<file path="src/rtl/ipv4p_pkg.sv">
// ----------------------------------------------------------------------------
// IPv4 header parser package
// Shared record types and protocol constants for the front end, the packet
// record queue and the back end.
// ----------------------------------------------------------------------------
package ipv4p_pkg;

    // Result status codes.
    localparam logic [1:0] C_STATUS_INVALID = 2'd0;
    localparam logic [1:0] C_STATUS_IP      = 2'd1;
    localparam logic [1:0] C_STATUS_UDP     = 2'd2;
    localparam logic [1:0] C_STATUS_TCP     = 2'd3;

    localparam logic [7:0]  C_PROTO_UDP    = 8'd17;
    localparam logic [7:0]  C_PROTO_TCP    = 8'd6;
    localparam logic [3:0]  C_IP_VERSION   = 4'd4;
    localparam logic [15:0] C_IP_MIN_HDR   = 16'd20;
    localparam logic [15:0] C_UDP_HDR      = 16'd8;
    localparam logic [15:0] C_TCP_MIN_HDR  = 16'd20;
    localparam logic [15:0] C_FRAG_MASK    = 16'h3fff;
    localparam logic [15:0] C_COUNT_MAX    = 16'hffff;

    // Everything captured from one packet, handed from front to back.
    typedef struct packed {
        logic [15:0] size;        // bytes captured, saturated
        logic [7:0]  version_ihl;
        logic [15:0] total_len;
        logic [15:0] frag_word;
        logic [7:0]  protocol;
        logic [31:0] src_addr;
        logic [31:0] dst_addr;
        logic [15:0] sport;
        logic [15:0] dport;
        logic [15:0] udp_len;
        logic [3:0]  tcp_offset;  // data offset in 32-bit words
        logic [3:0]  tcp_flags;   // ack, rst, syn, fin
    } t_rec;

    // One decoded result.
    typedef struct packed {
        logic [1:0]  status;
        logic [31:0] src_addr;
        logic [31:0] dst_addr;
        logic [7:0]  protocol;
        logic [5:0]  ip_hdr_bytes;
        logic [15:0] total_len;
        logic        fragmented;
        logic [15:0] sport;
        logic [15:0] dport;
        logic [3:0]  tcp_flags;
        logic [15:0] pl_offset;
        logic [15:0] pl_length;
    } t_res;

endpackage

</file>
<file path="src/rtl/ipv4p_front.sv">
// ----------------------------------------------------------------------------
// IPv4 header parser front end
// Counts the bytes of a packet, captures header fields as they pass and
// pushes one packet record at the last byte.
// ----------------------------------------------------------------------------
module ipv4p_front (
    input  logic            i_clk,
    input  logic            i_rst_n,
    input  logic            i_push,
    input  logic [7:0]      i_data_byte,
    input  logic            i_last_byte,
    input  logic            i_full,
    output logic            o_rec_push,
    output ipv4p_pkg::t_rec o_rec
);

    logic [15:0] r_count,  n_count;
    logic [7:0]  r_vihl,   n_vihl;
    logic [15:0] r_tl,     n_tl;
    logic [15:0] r_fw,     n_fw;
    logic [7:0]  r_proto,  n_proto;
    logic [31:0] r_src,    n_src;
    logic [31:0] r_dst,    n_dst;
    logic [47:0] r_th,     n_th;
    logic [3:0]  r_off,    n_off;
    logic [3:0]  r_flags,  n_flags;

    logic        w_accept;
    logic [5:0]  w_hl;
    logic [15:0] w_k;

    assign w_accept = i_push && !i_full;

    always_comb begin
        n_vihl  = r_vihl;
        n_tl    = r_tl;
        n_fw    = r_fw;
        n_proto = r_proto;
        n_src   = r_src;
        n_dst   = r_dst;
        n_th    = r_th;
        n_off   = r_off;
        n_flags = r_flags;

        if (r_count == 16'd0) begin
            n_vihl = i_data_byte;
        end
        if (r_count == 16'd2 || r_count == 16'd3) begin
            n_tl = {r_tl[7:0], i_data_byte};
        end
        if (r_count == 16'd6 || r_count == 16'd7) begin
            n_fw = {r_fw[7:0], i_data_byte};
        end
        if (r_count == 16'd9) begin
            n_proto = i_data_byte;
        end
        if (r_count >= 16'd12 && r_count <= 16'd15) begin
            n_src = {r_src[23:0], i_data_byte};
        end
        if (r_count >= 16'd16 && r_count <= 16'd19) begin
            n_dst = {r_dst[23:0], i_data_byte};
        end

        // The header length in effect includes this very byte at position zero.
        w_hl = {n_vihl[3:0], 2'b00};
        w_k  = r_count - {10'd0, w_hl};
        if (r_count >= {10'd0, w_hl}) begin
            if (w_k < 16'd6) begin
                case (w_k[2:0])
                    3'd0:    n_th[47:40] = i_data_byte;
                    3'd1:    n_th[39:32] = i_data_byte;
                    3'd2:    n_th[31:24] = i_data_byte;
                    3'd3:    n_th[23:16] = i_data_byte;
                    3'd4:    n_th[15:8]  = i_data_byte;
                    default: n_th[7:0]   = i_data_byte;
                endcase
            end else if (w_k == 16'd12) begin
                n_off = i_data_byte[7:4];
            end else if (w_k == 16'd13) begin
                n_flags = {i_data_byte[4], i_data_byte[2], i_data_byte[1], i_data_byte[0]};
            end
        end

        n_count = (r_count == ipv4p_pkg::C_COUNT_MAX) ? r_count : r_count + 16'd1;
    end

    always_comb begin
        o_rec_push        = w_accept && i_last_byte;
        o_rec.size        = n_count;
        o_rec.version_ihl = n_vihl;
        o_rec.total_len   = n_tl;
        o_rec.frag_word   = n_fw;
        o_rec.protocol    = n_proto;
        o_rec.src_addr    = n_src;
        o_rec.dst_addr    = n_dst;
        o_rec.sport       = n_th[47:32];
        o_rec.dport       = n_th[31:16];
        o_rec.udp_len     = n_th[15:0];
        o_rec.tcp_offset  = n_off;
        o_rec.tcp_flags   = n_flags;
    end

    always_ff @(posedge i_clk) begin
        if (!i_rst_n || (w_accept && i_last_byte)) begin
            r_count <= '0;
            r_vihl  <= '0;
            r_tl    <= '0;
            r_fw    <= '0;
            r_proto <= '0;
            r_src   <= '0;
            r_dst   <= '0;
            r_th    <= '0;
            r_off   <= '0;
            r_flags <= '0;
        end else if (w_accept) begin
            r_count <= n_count;
            r_vihl  <= n_vihl;
            r_tl    <= n_tl;
            r_fw    <= n_fw;
            r_proto <= n_proto;
            r_src   <= n_src;
            r_dst   <= n_dst;
            r_th    <= n_th;
            r_off   <= n_off;
            r_flags <= n_flags;
        end
    end

endmodule

</file>
<file path="src/rtl/ipv4p_rec_fifo.sv">
// ----------------------------------------------------------------------------
// IPv4 header parser record queue
// Short first-in first-out queue of packet records between front and back.
// ----------------------------------------------------------------------------
module ipv4p_rec_fifo #(
    parameter int DEPTH = 4
) (
    input  logic            i_clk,
    input  logic            i_rst_n,
    input  logic            i_push,
    input  ipv4p_pkg::t_rec i_rec,
    output logic            o_full,
    input  logic            i_pop,
    output logic            o_empty,
    output ipv4p_pkg::t_rec o_rec
);

    localparam int AW = (DEPTH > 1) ? $clog2(DEPTH) : 1;
    localparam int CW = $clog2(DEPTH + 1);

    ipv4p_pkg::t_rec r_mem [DEPTH];
    logic [AW-1:0]   r_wr_ptr;
    logic [AW-1:0]   r_rd_ptr;
    logic [CW-1:0]   r_cnt;
    logic            w_wr;
    logic            w_rd;

    assign o_full  = (r_cnt == CW'(DEPTH));
    assign o_empty = (r_cnt == '0);
    assign w_wr    = i_push && !o_full;
    assign w_rd    = i_pop && !o_empty;
    assign o_rec   = r_mem[r_rd_ptr];

    always_ff @(posedge i_clk) begin
        if (w_wr) begin
            r_mem[r_wr_ptr] <= i_rec;
        end
    end

    always_ff @(posedge i_clk) begin
        if (!i_rst_n) begin
            r_wr_ptr <= '0;
            r_rd_ptr <= '0;
            r_cnt    <= '0;
        end else begin
            if (w_wr) begin
                r_wr_ptr <= (r_wr_ptr == AW'(DEPTH - 1)) ? '0 : r_wr_ptr + 1'b1;
            end
            if (w_rd) begin
                r_rd_ptr <= (r_rd_ptr == AW'(DEPTH - 1)) ? '0 : r_rd_ptr + 1'b1;
            end
            if (w_wr && !w_rd) begin
                r_cnt <= r_cnt + 1'b1;
            end else if (w_rd && !w_wr) begin
                r_cnt <= r_cnt - 1'b1;
            end
        end
    end

endmodule

</file>
<file path="src/rtl/ipv4p_back.sv">
// ----------------------------------------------------------------------------
// IPv4 header parser back end
// Validates a packet record, decodes UDP or TCP and holds the result in an
// output register until it is taken.
// ----------------------------------------------------------------------------
module ipv4p_back (
    input  logic            i_clk,
    input  logic            i_rst_n,
    input  logic            i_rec_empty,
    input  ipv4p_pkg::t_rec i_rec,
    output logic            o_rec_pop,
    output logic            o_empty,
    input  logic            i_pop,
    output ipv4p_pkg::t_res o_res
);

    logic            r_valid;
    ipv4p_pkg::t_res r_res, n_res;

    logic [15:0] w_hl;
    logic [15:0] w_thl;
    logic [15:0] w_psize;
    logic        w_ip_ok;
    logic        w_frag;

    assign o_rec_pop = !i_rec_empty && (!r_valid || i_pop);
    assign o_empty   = !r_valid;
    assign o_res     = r_res;

    always_comb begin
        w_hl    = {10'd0, i_rec.version_ihl[3:0], 2'b00};
        w_thl   = {10'd0, i_rec.tcp_offset, 2'b00};
        w_psize = i_rec.total_len - w_hl;
        w_frag  = (i_rec.frag_word & ipv4p_pkg::C_FRAG_MASK) != 16'd0;
        w_ip_ok = !(i_rec.size < ipv4p_pkg::C_IP_MIN_HDR
                    || i_rec.version_ihl[7:4] != ipv4p_pkg::C_IP_VERSION
                    || w_hl < ipv4p_pkg::C_IP_MIN_HDR
                    || i_rec.size < w_hl
                    || i_rec.total_len < w_hl
                    || i_rec.size < i_rec.total_len);

        n_res = '0;
        if (w_ip_ok) begin
            n_res.status       = ipv4p_pkg::C_STATUS_IP;
            n_res.src_addr     = i_rec.src_addr;
            n_res.dst_addr     = i_rec.dst_addr;
            n_res.protocol     = i_rec.protocol;
            n_res.ip_hdr_bytes = w_hl[5:0];
            n_res.total_len    = i_rec.total_len;
            n_res.fragmented   = w_frag;
            n_res.pl_offset    = w_hl;
            n_res.pl_length    = w_psize;
            if (!w_frag) begin
                if (i_rec.protocol == ipv4p_pkg::C_PROTO_UDP
                    && w_psize >= ipv4p_pkg::C_UDP_HDR
                    && i_rec.udp_len >= ipv4p_pkg::C_UDP_HDR
                    && i_rec.udp_len <= w_psize) begin
                    n_res.status    = ipv4p_pkg::C_STATUS_UDP;
                    n_res.sport     = i_rec.sport;
                    n_res.dport     = i_rec.dport;
                    n_res.pl_offset = w_hl + ipv4p_pkg::C_UDP_HDR;
                    n_res.pl_length = i_rec.udp_len - ipv4p_pkg::C_UDP_HDR;
                end else if (i_rec.protocol == ipv4p_pkg::C_PROTO_TCP
                    && w_psize >= ipv4p_pkg::C_TCP_MIN_HDR
                    && w_thl >= ipv4p_pkg::C_TCP_MIN_HDR
                    && w_psize >= w_thl) begin
                    n_res.status    = ipv4p_pkg::C_STATUS_TCP;
                    n_res.sport     = i_rec.sport;
                    n_res.dport     = i_rec.dport;
                    n_res.tcp_flags = i_rec.tcp_flags;
                    n_res.pl_offset = w_hl + w_thl;
                    n_res.pl_length = w_psize - w_thl;
                end
            end
        end
    end

    always_ff @(posedge i_clk) begin
        if (!i_rst_n) begin
            r_valid <= 1'b0;
        end else if (o_rec_pop) begin
            r_valid <= 1'b1;
        end else if (i_pop) begin
            r_valid <= 1'b0;
        end
    end

    always_ff @(posedge i_clk) begin
        if (o_rec_pop) begin
            r_res <= n_res;
        end
    end

endmodule

</file>
<file path="src/rtl/ipv4_udp_tcp_header_parser.sv">
// A record is queued with its last byte; the back end registers its result on pop.
// Throughput: one byte per cycle; one result per cycle can leave the back end.
// Input stalls (full) only when the record queue is full because results wait.
// Reset (i_rst_n low at a clock edge) drops the packet in progress, empties the
// record queue and the output register; the first byte after reset is byte 0.
// ----------------------------------------------------------------------------
// IPv4 / UDP / TCP header parser
// Takes a captured IPv4 packet one byte per transaction, last byte marked, and
// returns one decoded header result per packet.
// ----------------------------------------------------------------------------
module ipv4_udp_tcp_header_parser #(
    parameter int P_QUEUE_DEPTH = 4
) (
    input  logic        i_clk,
    input  logic        i_rst_n,
    // Byte input, queue style.
    input  logic        push,
    output logic        full,
    input  logic [7:0]  i_data_byte,
    input  logic        i_last_byte,
    // Result output, queue style.
    output logic        empty,
    input  logic        pop,
    output logic [1:0]  o_status,
    output logic [31:0] o_source_address,
    output logic [31:0] o_destination_address,
    output logic [7:0]  o_protocol_number,
    output logic [5:0]  o_ip_header_bytes,
    output logic [15:0] o_ip_total_length,
    output logic        o_fragmented,
    output logic [15:0] o_source_port,
    output logic [15:0] o_destination_port,
    output logic [3:0]  o_tcp_flags,
    output logic [15:0] o_payload_offset,
    output logic [15:0] o_payload_length
);

    // The front end runs at byte rate: it tracks the byte position, captures
    // header fields and the first transport bytes, and at the marked byte
    // emits one packet record. The record queue decouples it from the back
    // end, which does all length checks and transport decoding on the record
    // and parks the result in an output register until it is popped.

    logic            w_rec_push;
    ipv4p_pkg::t_rec w_front_rec;
    logic            w_q_full;
    logic            w_q_empty;
    logic            w_q_pop;
    ipv4p_pkg::t_rec w_q_rec;
    ipv4p_pkg::t_res w_res;

    // The input is back-pressured only when a finished packet record cannot be
    // queued; bytes in the middle of a packet would be fine, but holding the
    // whole stream keeps the rule simple for the sender.
    assign full = w_q_full;

    ipv4p_front u_front (
        .i_clk       (i_clk),
        .i_rst_n     (i_rst_n),
        .i_push      (push),
        .i_data_byte (i_data_byte),
        .i_last_byte (i_last_byte),
        .i_full      (w_q_full),
        .o_rec_push  (w_rec_push),
        .o_rec       (w_front_rec)
    );

    ipv4p_rec_fifo #(
        .DEPTH (P_QUEUE_DEPTH)
    ) u_rec_fifo (
        .i_clk   (i_clk),
        .i_rst_n (i_rst_n),
        .i_push  (w_rec_push),
        .i_rec   (w_front_rec),
        .o_full  (w_q_full),
        .i_pop   (w_q_pop),
        .o_empty (w_q_empty),
        .o_rec   (w_q_rec)
    );

    ipv4p_back u_back (
        .i_clk       (i_clk),
        .i_rst_n     (i_rst_n),
        .i_rec_empty (w_q_empty),
        .i_rec       (w_q_rec),
        .o_rec_pop   (w_q_pop),
        .o_empty     (empty),
        .i_pop       (pop),
        .o_res       (w_res)
    );

    // Result fields; an invalid packet reports zero in every field.
    assign o_status              = w_res.status;
    assign o_source_address      = w_res.src_addr;
    assign o_destination_address = w_res.dst_addr;
    assign o_protocol_number     = w_res.protocol;
    assign o_ip_header_bytes     = w_res.ip_hdr_bytes;
    assign o_ip_total_length     = w_res.total_len;
    assign o_fragmented          = w_res.fragmented;
    assign o_source_port         = w_res.sport;
    assign o_destination_port    = w_res.dport;
    assign o_tcp_flags           = w_res.tcp_flags;
    assign o_payload_offset      = w_res.pl_offset;
    assign o_payload_length      = w_res.pl_length;

endmodule
</file>
<file path="config.mk">
export PLATFORM = sky130hd
export DESIGN_NAME = ipv4_udp_tcp_header_parser
export DESIGN_NICKNAME = d
export VERILOG_FILES = /design/src/rtl/ipv4p_pkg.sv /design/src/rtl/ipv4p_front.sv /design/src/rtl/ipv4p_rec_fifo.sv /design/src/rtl/ipv4p_back.sv /design/src/rtl/ipv4_udp_tcp_header_parser.sv
export SDC_FILE = /design/constraint.sdc
export NUM_CORES = 1
export LEC_CHECK = 0
export BUFFER_PORTS_ARGS = -buffer_cell sky130_fd_sc_hd__buf_4
export CAP_MARGIN = 20
export CORE_ASPECT_RATIO = 0.8
export CORE_MARGIN = 1.5
export CORE_UTILIZATION = 35
export DETAILED_ROUTE_END_ITERATION = 12
export PLACE_DENSITY = 0.54
export SETUP_SLACK_MARGIN = 0.1
export SLEW_MARGIN = 0
export SYNTH_ARGS = -nofsm -noshare
export SYNTH_HDL_FRONTEND = slang
export SYNTH_SLANG_ARGS = --single-unit
</file>
<file path="constraint.sdc">
create_clock -name i_clk -period 21.4 [get_ports i_clk]
set_input_delay 1.07 -clock i_clk [delete_from_list [all_inputs] [get_ports i_clk]]
set_output_delay 1.07 -clock i_clk [all_outputs]
set_load 0.1 [all_outputs]
</file>
Word level (Yosys, flattened, before mapping)
Memory sizes are Yosys's and may differ from the RTL's. A register that Yosys moved wholly into a read port is not among the register bits.
Index checks and enable logic that the tools add are counted.

word-level totals
  bits in registers = 357
  memory bits (writable) = 736
  input bits = 13
  word-level logic and storage cells = 156
  memories = 1

cells by class
  $add $sub $neg = 11
  order comparisons = 17
  equal/unequal tests = 18
  multiplexer cells = 40
  bitwise operators = 1
  reductions and logical operators = 39

memory list
  memory            words  bits a word  read ports  clocked after Yosys merged registers in  write ports  RTL line              text
  u_rec_fifo.r_mem  4      184          1           1                                        1            ipv4p_rec_fifo.sv:21  ipv4p_pkg::t_rec r_mem [DEPTH];

operator list
  operator                                                          number
  2-to-1 mux 68 bit                                                 2
  2-to-1 mux 32 bit                                                 4
  2-to-1 mux 48 bit                                                 2
  2-to-1 mux 8 bit                                                  8
  equality test 16 x 4 -> 1 bit (second input constant)             3
  >= comparator 16 x 4 -> 1 bit (second input constant)             3
  2-to-1 mux 16 bit                                                 3
  subtractor 16 x 6 -> 16 bit                                       3
  equality test 16 x 2 -> 1 bit (second input constant)             2
  equality test 16 x 3 -> 1 bit (second input constant)             2
  >= comparator 16 x 5 -> 1 bit (second input constant)             2
  >= comparator 16 x 6 -> 1 bit                                     2
  less-than comparator 16 x 6 -> 1 bit                              2
  2-to-1 mux 4 bit                                                  8
  adder 16 x 1 -> 16 bit (second input constant)                    1
  equality test 16 bit (second input constant)                      1
  less-or-equal comparator 16 bit                                   1
  less-or-equal comparator 16 x 4 -> 1 bit (second input constant)  1
  less-or-equal comparator 16 x 5 -> 1 bit (second input constant)  1
  logical NOT 16 bit                                                1
  less-than comparator 16 bit                                       1
  less-than comparator 16 x 3 -> 1 bit (second input constant)      1
  less-than comparator 16 x 5 -> 1 bit (second input constant)      1
  nonzero test 16 bit                                               1
  27 further kinds                                                  70

Depth between registers and ports, before layout
  depth in word-level cells = 9
  mapped depth = 27

By module
Synthesis repeated with hierarchy kept, for this count alone.

second synthesis, totals
  cells, all modules = 2864
  area, all modules = 45474.9 um^2

modules (own cells, without submodules)
  module          instances  cells each  area each (um^2)  sequential area each (um^2)
  ipv4p_rec_fifo  1          1012        27167.3           22281.4
  ipv4p_front     1          1140        9904.5            3683.5
  ipv4p_back      1          712         8403.1            4584.4

Least setup slack after synthesis
No wires, ideal clock.

  path kind = input-to-reg
  start = input pop
  end = register u_rec_fifo.r_cnt[2]
  setup time = 76 ps
  data arrival time = 10473 ps
  setup slack = 10851 ps
  stages on the path = 9
  buffers on the path = 0
  cells stage by stage = inv_1 > a21oi_1 > inv_1 > ha_1 > inv_1 > fa_1 > xor2_1 > or3_1 > a21boi_0

on the way
  longest elaborated chain between the ends = 6
  elaborated cells between the ends (all ways) = 8
  those cells by class = mux: 1; reduce/logical: 7

ends and longest elaborated chain
  what                                                           RTL line                          text
  start, declared                                                ipv4_udp_tcp_header_parser.sv:23  input logic pop,
  logical OR 1 bit *                                             ipv4p_back.sv:26                  assign o_rec_pop = !i_rec_empty && (!r_valid || i_pop);
  logical AND 1 bit *                                            ipv4p_back.sv:26
  via u_back.o_rec_pop                                           ipv4p_back.sv:11                  output logic o_rec_pop,
  logical AND 1 bit *                                            ipv4p_rec_fifo.sv:31              assign w_rd = i_pop && !o_empty;
  logical NOT 1 bit                                              ipv4p_rec_fifo.sv:52              if (w_wr && !w_rd) begin
  logical AND 1 bit                                              ipv4p_rec_fifo.sv:52
  2-to-1 mux 3 bit / nonzero test 2 bit (equally long branches)  -
  end signal, assigned                                           ipv4p_rec_fifo.sv:53              r_cnt <= r_cnt + 1'b1;
  end signal, assigned                                           ipv4p_rec_fifo.sv:55              r_cnt <= r_cnt - 1'b1;
  end, declared                                                  ipv4p_rec_fifo.sv:24              logic [CW-1:0] r_cnt;

The timed path passes the listed nets; every way through them passes the cells marked *.
A chain may end at the register's enable or synchronous reset.

==> metrics <==
status=finished, final reports clean; Post-Synthesis Cells=~2800; # IOs=180; Post-Synth Simple-Gate Area=9.23%; Final TNS setup=0 ns; Most Crowded Layer GR=met2; measured slew at the worst slew-check pin=a little over 1 ns; initial core utilization=35.4%; most instantiated cells after synthesis=880 x edfxtp_1, 270 x nor2_1, 198 x nand2_1; clk_lat worst skew=0.74 ns; post-synthesis adder-cell area fraction=approximately 2.0%; Seq pwr share=35.7%; Worst slew margin=around a third; CP Class=reg2reg; maximum clock frequency=approximately 140 MHz; WL/cell=between 20 and 25 um; Detailed Route WL=between 100000 and 150000 um; clock power share=around a quarter; antenna violations before repair=9; top cell type's share of synthesized area=60.6%; GR Util met2=roughly a quarter; cts hold-fix bufs=0; die area=127000 um^2; Post-DRT Antenna Nets=0; unrepaired setup endpoints after global routing=false; Synth Register Bits=between 1000 and 1500; Area Overhead vs Synth=15.5%; worst vdd ir=between 0.0001 and 0.00015 V; DR vias=about 24000; Die Height=roughly 320 um; WHS Path Cells=2; Worst EP required=21.88 ns; DRC Markers=0; total track usage=~16%; cell depth of the worst flop-to-flop path=20; synth top area cells=edfxtp_1 61%, dfxtp_1 8.8%, mux4_2 8.3%; critical path arrival=approximately 7.4 ns; core area=around 120000 um^2; Psw=a little over 3 mW; dpl hpwl=around 62000 um; row cnt=about 120; Setup Buffers After CTS=0; grt met1 use=24.3%; root buf cell=clkbuf_16; Avg Cell Area, Syn=15.5 um^2; R2R Setup Slk=~14 ns; YS warnings=0; Port-buffer cells=166; final hold vios=0; Pwr Density=~150 nW/um^2; Synth Cell Area=between 40000 and 50000 um^2; post-place setup slack=14.58 ns; Comb pwr share=between 30% and 40%; TritonCTS clock tree=yes; first-pass iteration count of the detailed router=5; Final period util=32.3%; H-tree depth=3; nets@finish=between 3000 and 4000; largest net degree at the start of global routing=130; XOR/XNOR Fraction of Synth Area=approximately 1%; Int Power=around 4.5 mW; sw frac=about two fifths; first-pass GRT wire length=158000 um; Synth Area in Compound Gates=3.36%; Setup WS post-layout=roughly 14 ns; sequential-to-total area share from yosys stat=69.4%; final setup violation count=0; post-CTS resize count=0; fin crit period=~6.9 ns; synth unique cells=a little over 80; Tot Pwr=approximately 7.6 mW; Final Max Slew Viols=0; post-synthesis mux area share=between 10 and 15%; Pleak=approximately 17 nW; worst hold-check path type=reg2reg; vias per inst=5.12; main combinational cell family by area after synthesis=multiplexers; Post-synth EDFFs=between 800 and 900; CTS Buf Count=109; layout cells sized above 1=a little under a quarter; Worst Setup Start Kind=register; CTS Sinks=1072; Die W=between 300 and 400 um; asr flop ratio synth=0%; vias in the first global route=~24000; worst-case clock buffer depth=3; most frequent cell after synthesis=edfxtp_1; Setup Skew=0.0429 ns; worst-path maximum fanout=44; CP Capture Type=register; Main synth FF type=edfxtp_1; MaxCap Viol Count=0; met3 usage=3.17%; gpl congestion=roughly 0.88; biggest area consumer among synthesized cells=edfxtp_1; initial DRC count=1756; CTS clk-pin slew, worst paths=0.06 ns; GR Overflow Total=0
cells by family (layout without fill, tap and decap cells):
kind of cell,count (synthesis),in the layout
AO/OA/AOI/OAI,226,226
XOR/XNOR,48,48
adder cells (fa/ha/maj),67,67
buffers and inverters,216,469
flip-flops,1072,1072
multiplexers,344,344
other,1,14
AND/OR/NAND/NOR,842,842
per-layer routing:
layer	share of wire [%]	up-vias
met3	5.4	132
met4	1.8	4
met2	45	621
met1	48	12362
met5	0.026	-
li1	-	11026
registers in the layout, indices dropped and copies added, names as in the netlist, 8 cells and up, named ones only:
signal,count
u_front.r_fw,14
u_front.r_th,48
u_back.o_res,152
u_front.r_dst,32
u_front.r_tl,16
u_front.r_src,32
u_rec_fifo.r_mem,728
u_front.r_vihl,8
u_front.r_count,16
u_front.r_proto,8
cells in the final DEF, fill, tap and decap left out, types with 7 or more instances in the layout:
| cell | Yosys | final |
|---|---|---|
| edfxtp_1 | 880 | 880 |
| nor2_1 | 270 | 269 |
| nand2_1 | 198 | 197 |
| buf_4 | 15 | 192 |
| dfxtp_1 | 192 | 190 |
| mux2_2 | 167 | 167 |
| mux4_2 | 161 | 161 |
| nor3_1 | 113 | 112 |
| clkbuf_16 | 0 | 109 |
| nor2b_1 | 107 | 106 |
| a21oi_1 | 106 | 105 |
| inv_1 | 63 | 63 |
| ha_1 | 62 | 62 |
| xnor2_1 | 33 | 33 |
| clkbuf_1 | 105 | 31 |
| nand3_1 | 29 | 28 |
| o21ai_0 | 24 | 24 |
| nor4_1 | 25 | 24 |
| nand4_1 | 21 | 21 |
| clkinv_2 | 0 | 18 |
| mux2i_1 | 16 | 16 |
| xor2_1 | 14 | 14 |
| a21o_1 | 13 | 13 |
| conb_1 | 1 | 13 |
| or3_1 | 12 | 12 |
| bufinv_16 | 0 | 11 |
| clkinv_1 | 0 | 11 |
| and2_1 | 10 | 10 |
| clkbuf_8 | 0 | 10 |
| or4_1 | 8 | 8 |
| a211oi_1 | 7 | 7 |
| nor4b_1 | 7 | 7 |
| o21a_1 | 7 | 7 |
| a31oi_1 | 7 | 7 |
| nand2b_1 | 8 | 7 |
power by group through the flow:
stage | Clock (mW) | Combinational, mW | Sequential (mW)
floorplan | 0 | 1.19 | 3.79
global placement | 0 | 2.95 | 2.75
detailed placement | 0 | 2.94 | 2.75
CTS | 1.99 | 2.95 | 2.71
global route | 2.07 | 3.10 | 2.73
finish | 1.94 | 2.92 | 2.70
final timing paths:
kind,to,startpoint
max reg2reg,u_back.o_res[5]$_SDFFCE_PP0P_,register
max,u_back.o_res[5]$_SDFFCE_PP0P_,register
min reg2reg,u_front.r_th[26]$_SDFFE_PP0P_,u_front.r_th[26]$_SDFFE_PP0P_
min,u_front.r_th[26]$_SDFFE_PP0P_,u_front.r_th[26]$_SDFFE_PP0P_
stage by stage:
stage / cell area [um^2] / util, % / hold WS (ns) / cells
2_1_floorplan: 43700 / - / 0.428 / 2828
3_3_place_gp: 46700 / 37.9 / 0.435 / 4510
3_5_place_dp: 46700 / 37.9 / 0.443 / 4511
4_1_cts: 50400 / 40.9 / 0.452 / 4717
5_1_grt: 50400 / 40.9 / 0.463 / 4719
6_report: 50400 / 40.9 / 0.447 / 4720
layout make-up:
type                            instances  area, um^2
Antenna cell                            1        2.50
Clock buffer                          150        2980
Clock inverter                         56         687
Fill cell                           11169       72900
Inverter                               65         244
Multi-Input combinational cell       1540       12600
Sequential cell                      1072       30300
Tap cell                             1638        2050
Timing Repair Buffer                  198        1530
worst max-delay path, stage by stage (launching register included):
cell,delay (ns)
dfxtp_4,0.85
buf_4,0.70
mux2_2,0.40
o21ai_0,0.36
ha_1,0.28
nor2b_1,0.08
o31a_1,0.36
nor4_4,0.33
nand4_2,0.20
xnor2_4,0.31
inv_2,0.12
ha_1,0.32
nand4_1,0.11
or2_2,0.33
nor3_1,0.18
nand2_1,0.11
a21oi_1,0.31
o31a_1,0.55
or2_1,0.25
nor3_1,0.07
or3_1,0.37
Power figures use the tool's default switching activity.
